[config.mk]
export PLATFORM = sky130hd
export DESIGN_NAME = tpsc_divider
export DESIGN_NICKNAME = d
export VERILOG_FILES = /design/src/sv/tpsc_pkg.sv /design/src/sv/tpsc_div_step.sv /design/src/sv/tpsc_divider.sv
export SDC_FILE = /design/constraint.sdc
export NUM_CORES = 2
export LEC_CHECK = 0
export ABC_CLOCK_PERIOD_IN_PS = 5600
export BUFFER_PORTS_ARGS = -buffer_cell sky130_fd_sc_hd__buf_4
export CORE_ASPECT_RATIO = 1.1
export CORE_UTILIZATION = 45
export CTS_CLUSTER_DIAMETER = 100
export DETAILED_ROUTE_END_ITERATION = 10
export PLACE_DENSITY = 0.66
export SLEW_MARGIN = 10
export SYNTH_ARGS = -nofsm -noshare
export SYNTH_HDL_FRONTEND = slang
export SYNTH_HIERARCHICAL = 1
export SYNTH_SLANG_ARGS = --single-unit
export TNS_END_PERCENT = 5
[constraint.sdc]
create_clock -name clock -period 5.6 [get_ports clock]
set_input_delay 1.68 -clock clock [delete_from_list [all_inputs] [get_ports clock]]
set_output_delay 1.68 -clock clock [all_outputs]
set_load 0.03 [all_outputs]
[src/sv/tpsc_pkg.sv]
// Shared widths, Pade coefficients and pipeline control type for the tanh soft clipper.
// Used by every module of the clipper; depends on nothing else.
package tpsc_pkg;

   localparam int SAMPLE_WIDTH_DEF = 24;

   // Fixed-point magnitudes: x has 28 fraction bits, the polynomials 16 fraction bits.
   localparam int XM_WIDTH = 32;
   localparam int SQ_WIDTH = 2 * XM_WIDTH;
   localparam int U_WIDTH  = 23;
   localparam int A_WIDTH  = 25;
   localparam int B_WIDTH  = 32;
   localparam int C_WIDTH  = 38;
   localparam int E_WIDTH  = 29;
   localparam int F_WIDTH  = 35;
   localparam int G_WIDTH  = 41;
   localparam int N_WIDTH  = 42;
   localparam int FRAC     = 16;
   localparam int U_SHIFT  = 40;
   localparam int XL_WIDTH = 14;
   localparam int XH_WIDTH = XM_WIDTH - XL_WIDTH;
   localparam int PH_WIDTH = XH_WIDTH + C_WIDTH;
   localparam int PL_WIDTH = XL_WIDTH + C_WIDTH;

   localparam logic [A_WIDTH-1:0] K_378       = A_WIDTH'(64'd378 << FRAC);
   localparam logic [B_WIDTH-1:0] K_17325     = B_WIDTH'(64'd17325 << FRAC);
   localparam logic [C_WIDTH-1:0] K_135135_N  = C_WIDTH'(64'd135135 << FRAC);
   localparam logic [E_WIDTH-1:0] K_3150      = E_WIDTH'(64'd3150 << FRAC);
   localparam logic [F_WIDTH-1:0] K_62370     = F_WIDTH'(64'd62370 << FRAC);
   localparam logic [G_WIDTH-1:0] K_135135_D  = G_WIDTH'(64'd135135 << FRAC);

   typedef struct packed {
      logic valid;
      logic neg;
      logic sat;
   } pipe_ctrl_type;

endpackage

[src/sv/tpsc_div_step.sv]
// One stage of the restoring divider: develops one quotient bit and registers it.
// Depends on tpsc_pkg.
module tpsc_div_step
   import tpsc_pkg::*;
#(
   parameter int Q_WIDTH = SAMPLE_WIDTH_DEF - 1
) (
   input  logic                clock,
   input  logic                reset,
   input  logic                en,
   input  pipe_ctrl_type       in_ctrl,
   input  logic [G_WIDTH-1:0]  in_r,
   input  logic [Q_WIDTH-1:0]  in_q,
   input  logic [G_WIDTH-1:0]  in_g,
   output pipe_ctrl_type       out_ctrl,
   output logic [G_WIDTH-1:0]  out_r,
   output logic [Q_WIDTH-1:0]  out_q,
   output logic [G_WIDTH-1:0]  out_g
);

   pipe_ctrl_type      ctrl_ff;
   logic [G_WIDTH:0]   shifted;
   logic [G_WIDTH:0]   diff;
   logic               take;
   logic [G_WIDTH-1:0] r_ff, r_in;
   logic [Q_WIDTH-1:0] q_ff, q_in;
   logic [G_WIDTH-1:0] g_ff;

   always_comb begin
      shifted = {in_r, 1'b0};
      diff    = shifted - {1'b0, in_g};
      take    = (shifted >= {1'b0, in_g});
      // The remainder stays below the divisor, so it fits back in G_WIDTH bits.
      r_in    = take ? diff[G_WIDTH-1:0] : shifted[G_WIDTH-1:0];
      q_in    = {in_q[Q_WIDTH-2:0], take};
   end

   always_ff @(posedge clock) begin
      if (reset) begin
         ctrl_ff <= '0;
      end else if (en) begin
         ctrl_ff <= in_ctrl;
      end
   end

   always_ff @(posedge clock) begin
      if (en) begin
         r_ff <= r_in;
         q_ff <= q_in;
         g_ff <= in_g;
      end
   end

   assign out_ctrl = ctrl_ff;
   assign out_r    = r_ff;
   assign out_q    = q_ff;
   assign out_g    = g_ff;

endmodule

[src/sv/tpsc_divider.sv]
// Pipelined restoring divider n/g, one quotient bit per stage, plus the saturation flag.
// Depends on tpsc_pkg and tpsc_div_step.
module tpsc_divider
   import tpsc_pkg::*;
#(
   parameter int SAMPLE_WIDTH = SAMPLE_WIDTH_DEF
) (
   input  logic                    clock,
   input  logic                    reset,
   input  logic                    en,
   input  pipe_ctrl_type           in_ctrl,
   input  logic [N_WIDTH-1:0]      in_n,
   input  logic [G_WIDTH-1:0]      in_g,
   output pipe_ctrl_type           out_ctrl,
   output logic [SAMPLE_WIDTH-2:0] out_q
);

   // One extra quotient bit below the output precision feeds the rounding.
   localparam int STEPS   = SAMPLE_WIDTH - 1;
   localparam int Q_WIDTH = SAMPLE_WIDTH - 1;

   pipe_ctrl_type      ctrl_w [STEPS+1];
   logic [G_WIDTH-1:0] r_w    [STEPS+1];
   logic [Q_WIDTH-1:0] q_w    [STEPS+1];
   logic [G_WIDTH-1:0] g_w    [STEPS+1];

   // A ratio of one or more saturates; the quotient bits are then ignored.
   always_comb begin
      ctrl_w[0].valid = in_ctrl.valid;
      ctrl_w[0].neg   = in_ctrl.neg;
      ctrl_w[0].sat   = (in_n >= N_WIDTH'(in_g));
      r_w[0]          = in_n[G_WIDTH-1:0];
      q_w[0]          = '0;
      g_w[0]          = in_g;
   end

   for (genvar i = 0; i < STEPS; i++) begin : g_step
      tpsc_div_step #(
         .Q_WIDTH (Q_WIDTH)
      ) u_step (
         .clock    (clock),
         .reset    (reset),
         .en       (en),
         .in_ctrl  (ctrl_w[i]),
         .in_r     (r_w[i]),
         .in_q     (q_w[i]),
         .in_g     (g_w[i]),
         .out_ctrl (ctrl_w[i+1]),
         .out_r    (r_w[i+1]),
         .out_q    (q_w[i+1]),
         .out_g    (g_w[i+1])
      );
   end

   assign out_ctrl = ctrl_w[STEPS];
   assign out_q    = q_w[STEPS];

endmodule

==> After elaboration in Yosys (flattened, before gate mapping) <==
Index checks and enable logic that the tools add are counted.
{ "classes": {"add_sub_neg": 22, "magnitude_cmp": 24, "n_mux": 22} }
{ "op_table": {"columns": ["operator", "count"], "rows": [
  ["42-bit by 41-bit greater-or-equal comparator with 1-bit output", 24],
  ["41-bit two-way mux", 22],
  ["41-bit subtractor", 22]
]} }
{ "word_totals": {"reg_bits": 2149, "input_bits": 89, "output_inout_bits": 26, "word_cells": 226} }

==> Logic depth before layout (Yosys ltp) <==
{ "logic_depth": {"depth_word": 2, "ltp_mapped": 14, "depth_no_buf": 11} }

==> Hierarchy <==
Netlist, hierarchy kept.
{ "by_module_without_submodules": {"columns": ["module", "instances", "cells_each", "area_each_um2", "seq_area_each_um2"], "rows": [
  ["tpsc_div_step", 23, 531, 6411.1, 3213.1],
  ["tpsc_divider", 1, 143, 1067.3, 0.0]
]} }

==> Least setup slack after synthesis <==
No wires, ideal clock.
{ "synth_path": {"path_kind": "in2reg", "from": "input in_g[11]", "to": "register g_step[0].u_step.r_ff[10] (data pin)", "setup_time_ns": 0.260, "arrival_time_ns": 4.154, "t_required_ns": 5.340, "setup_slack_ns": 1.186, "stages": 13, "path_buffers": 2, "cell_sequence": "inv_1 > ha_1 > a21oi_2 > nor2_1 > a2111oi_4 > a21oi_4 > a311oi_4 > o31ai_4 > a21oi_2 > o211a_1 > buf_6 > buf_12 > mux2_4"} }
{ "synth_between": {"elab_chain_len": 2} }
{ "synth_rtl": {"columns": ["element", "line", "source"], "rows": [
  ["from (decl)", "tpsc_divider.sv:13", "input logic [G_WIDTH-1:0] in_g,"],
  ["42-bit by 41-bit greater-or-equal comparator with 1-bit output", "tpsc_div_step.sv:32", "take = (shifted >= {1'b0, in_g});"],
  ["41-bit two-way mux", "tpsc_div_step.sv:34", "r_in = take ? diff[G_WIDTH-1:0] : shifted[G_WIDTH-1:0];"],
  ["named net g_step[0].u_step.r_in[10]", "tpsc_div_step.sv:25", "logic [G_WIDTH-1:0] r_ff, r_in;"],
  ["to (signal assigned)", "tpsc_div_step.sv:48", "r_ff <= r_in;"],
  ["to (decl)", "tpsc_div_step.sv:25", null]
]} }
The timed path passes the listed nets, and every way through them passes these cells.
A chain may end at the register's enable or synchronous reset.

==> Worst setup path in the final report <==
{ "layout_path": {"from": "register g_step[0].u_step.g_ff[9]", "to": "register g_step[1].u_step.r_ff[31] (data pin)"} }
{ "layout_between": {"elab_chain_len": 2, "word_cells_on_any_way": 3, "cone_classes": "1 x add/sub; 1 x order compare; 1 x mux"} }
{ "layout_rtl": {"columns": ["element", "line", "source"], "rows": [
  ["from (decl)", "tpsc_div_step.sv:27", "logic [G_WIDTH-1:0] g_ff;"],
  ["from (signal assigned)", "tpsc_div_step.sv:50", "g_ff <= in_g;"],
  ["41-bit subtractor / 42-bit by 41-bit greater-or-equal comparator with 1-bit output (equally long branches)", "tpsc_div_step.sv:31, tpsc_div_step.sv:32", null],
  ["41-bit two-way mux *", "tpsc_div_step.sv:34", null],
  ["named net g_step[1].u_step.r_in[31]", "tpsc_div_step.sv:25", null],
  ["to (signal assigned)", "tpsc_div_step.sv:48", null],
  ["to (decl)", "tpsc_div_step.sv:25", null]
]} }
The timed path passes the listed nets; every way through them passes the cells marked *.

==> flow_summary.toml <==
[synth]
syn_nets = 12900
syn-cell-area_mm2 = 0.137
avgSynthCellArea_um2 = 11.6
yosys_warnings = 6
synthCells = 11800

[clock_network]
clk_latency_ps = 930
cts_resized = 0
root_buffer = "clkbuf_16"
clk_pin_slew_worst_paths_ps = 60
htreeDepth = 4
cts_hold_buf = 0
cts_setup_buffers = 0
cts_inserted_buffers = 239
cts_buffer_depth = 4
clock-sinks = 2149
cts_tree = "done"

[min_path]
hp-class = "reg2reg"
hold_start = "g_step[2].u_step/out_q[0]"

[route]
num_vias = 91100
drc = 0
ant_nets = 0
drt_pass1_iterations = 8
post_drt_via_cell_ratio = 5.66
finalWirelength_um = 355000
drtIter0Drc = 7690
wl_per_cell_um = 22.0

[global_route]
grt_use_total_pct = 22.5
first_global_vias = 88100
grt_use_met1_pct = 31.0
grt_max_degree = 179
use_met3_pct = 2.81
grt_overflow = 0
use_met2_pct = 36.8
grt_pass1_wl_um = 536000
antenna_found_initial = 1
grt.busiest_layer = "met2"

[place]
dp.final_hpwl_um = 275000
place_congestion = 0.946
placed_area_mm2 = 0.140
port_buffers = 113

[pwr]
p_sw_w = 0.0364
p_leak_nw = 62.4
peakVddDrop_uv = 312
pwr-share-comb_pct = 54.0
power_density_mw_per_mm2 = 635
sw_frac_of_total_pct = 38.7
p_int_w = 0.0577
pwr-share-seq_pct = 29.0
p_clk_share_pct = 17.0

[final_layout]
layout.nets = 12900
layout_common_cells = "edfxtp_1 (2080), inv_1 (1209), a21oi_1 (1122), ha_1 (984), mux2_4 (792)"
fin_area_mm2 = 0.148
drive_gt1_share_pct = 14.5
final_common_cell = "edfxtp_1"
area_growth_syn_to_layout_pct = 8.63
seqCellArea_mm2 = 0.0638
nFillCells = 26700
multi_input_area_mm2 = 0.0652

[worst_setup_path]
start_kind = "register"
criticalPathCategory = "reg2reg"
cp-startpoint = "g_step[0].u_step/out_g[9]"
arrival_ps = 5010
cp_max_fo = 25
worstPathRequired_ps = 6270
worstSetupEndpointType = "register"
r2r-start = "g_step[0].u_step/out_g[9]"

[job]
drv_cap = 0

[sta]
fin_skew_ps = 82.5
fin_crit_sh_pct = 77.5
period_minus_slack_ps = 4340
setup_viol = 0
finalHoldViolCount = 0
worst_pin_slew_ps = 1310
rsz0062_at_grt = "false"
clock.fmax_ghz = 0.230
setup-tns-final_ps = 0
drv_slew = 0
slew_headroom_pct = 11.8

[floorplan]
die_h_um = 580
core_area_mm2 = 0.301
die_w_um = 527
dieArea_mm2 = 0.306
io-pin-count = 115
num_rows = 211
start_util_pct = 45.3

[outcome]
status = "completed"
-- path summary, 6_finish.rpt --
check        slack [ps]  cells after the start                    endpoint
max                1260                     12  g_step[1].u_step/out_r[31]
min                 390                      0   g_step[3].u_step/out_q[1]
max reg2reg        1260                     12  g_step[1].u_step/out_r[31]
min reg2reg         390                      0   g_step[3].u_step/out_q[1]
-- registers in the layout (all words and copies together), names as in the netlist --
name and flops:
g_step.u_step/out_ctrl 69, g_step.u_step/out_g 902, g_step.u_step/out_q 276, g_step.u_step/out_r 902
-- routing by layer --
metal  up-vias  share of wire (%)
li1      43500                  -
met1     44400                 45
met2      2675                 46
met3       548                5.4
met4         0                3.3
met5         -                  0
-- critical path, stage by stage (launching register included) --
cell       delay, ps
edfxtp_1         460
inv_1             70
ha_1             370
a21oi_1          180
o21ai_1          140
a2111oi_4        350
a21oi_4          150
a311oi_4         420
o31ai_4          140
a21oi_2          250
o211a_2          830
buf_4            370
mux2_4           330
-- layout make-up --
class                           count  area share [%]
Multi-Input combinational cell   8059            44.0
Sequential cell                  2149            43.0
Clock buffer                      276            4.25
Tap cell                         4047            3.41
Inverter                         1209            3.06
Timing Repair Buffer              183            1.17
Clock inverter                    171            1.11
Antenna cell                        4         0.00675
-- power groups by stage --
stage | clock [W] | sequential [W] | combinational, W
global placement | 0 | 0.0277 | 0.0494
floorplan | 0 | 0.0258 | 0.0408
global route | 0.0170 | 0.0277 | 0.0548
finish | 0.0160 | 0.0273 | 0.0508
CTS | 0.0164 | 0.0274 | 0.0504
detailed placement | 0 | 0.0277 | 0.0500
-- stage by stage --
step	total power [W]	instances	hold WS, ps	setup slack, ps	util, %
floorplan	0.0666	11800	400	1190	-
global placement	0.0770	15600	401	634	46.6
detailed placement	0.0777	15600	405	654	46.6
CTS	0.0942	16100	391	1270	49.2
global route	0.0995	16100	406	1070	49.3
finish	0.0941	16100	394	1260	49.3
No activity file was read; power rests on OpenSTA's default activity.
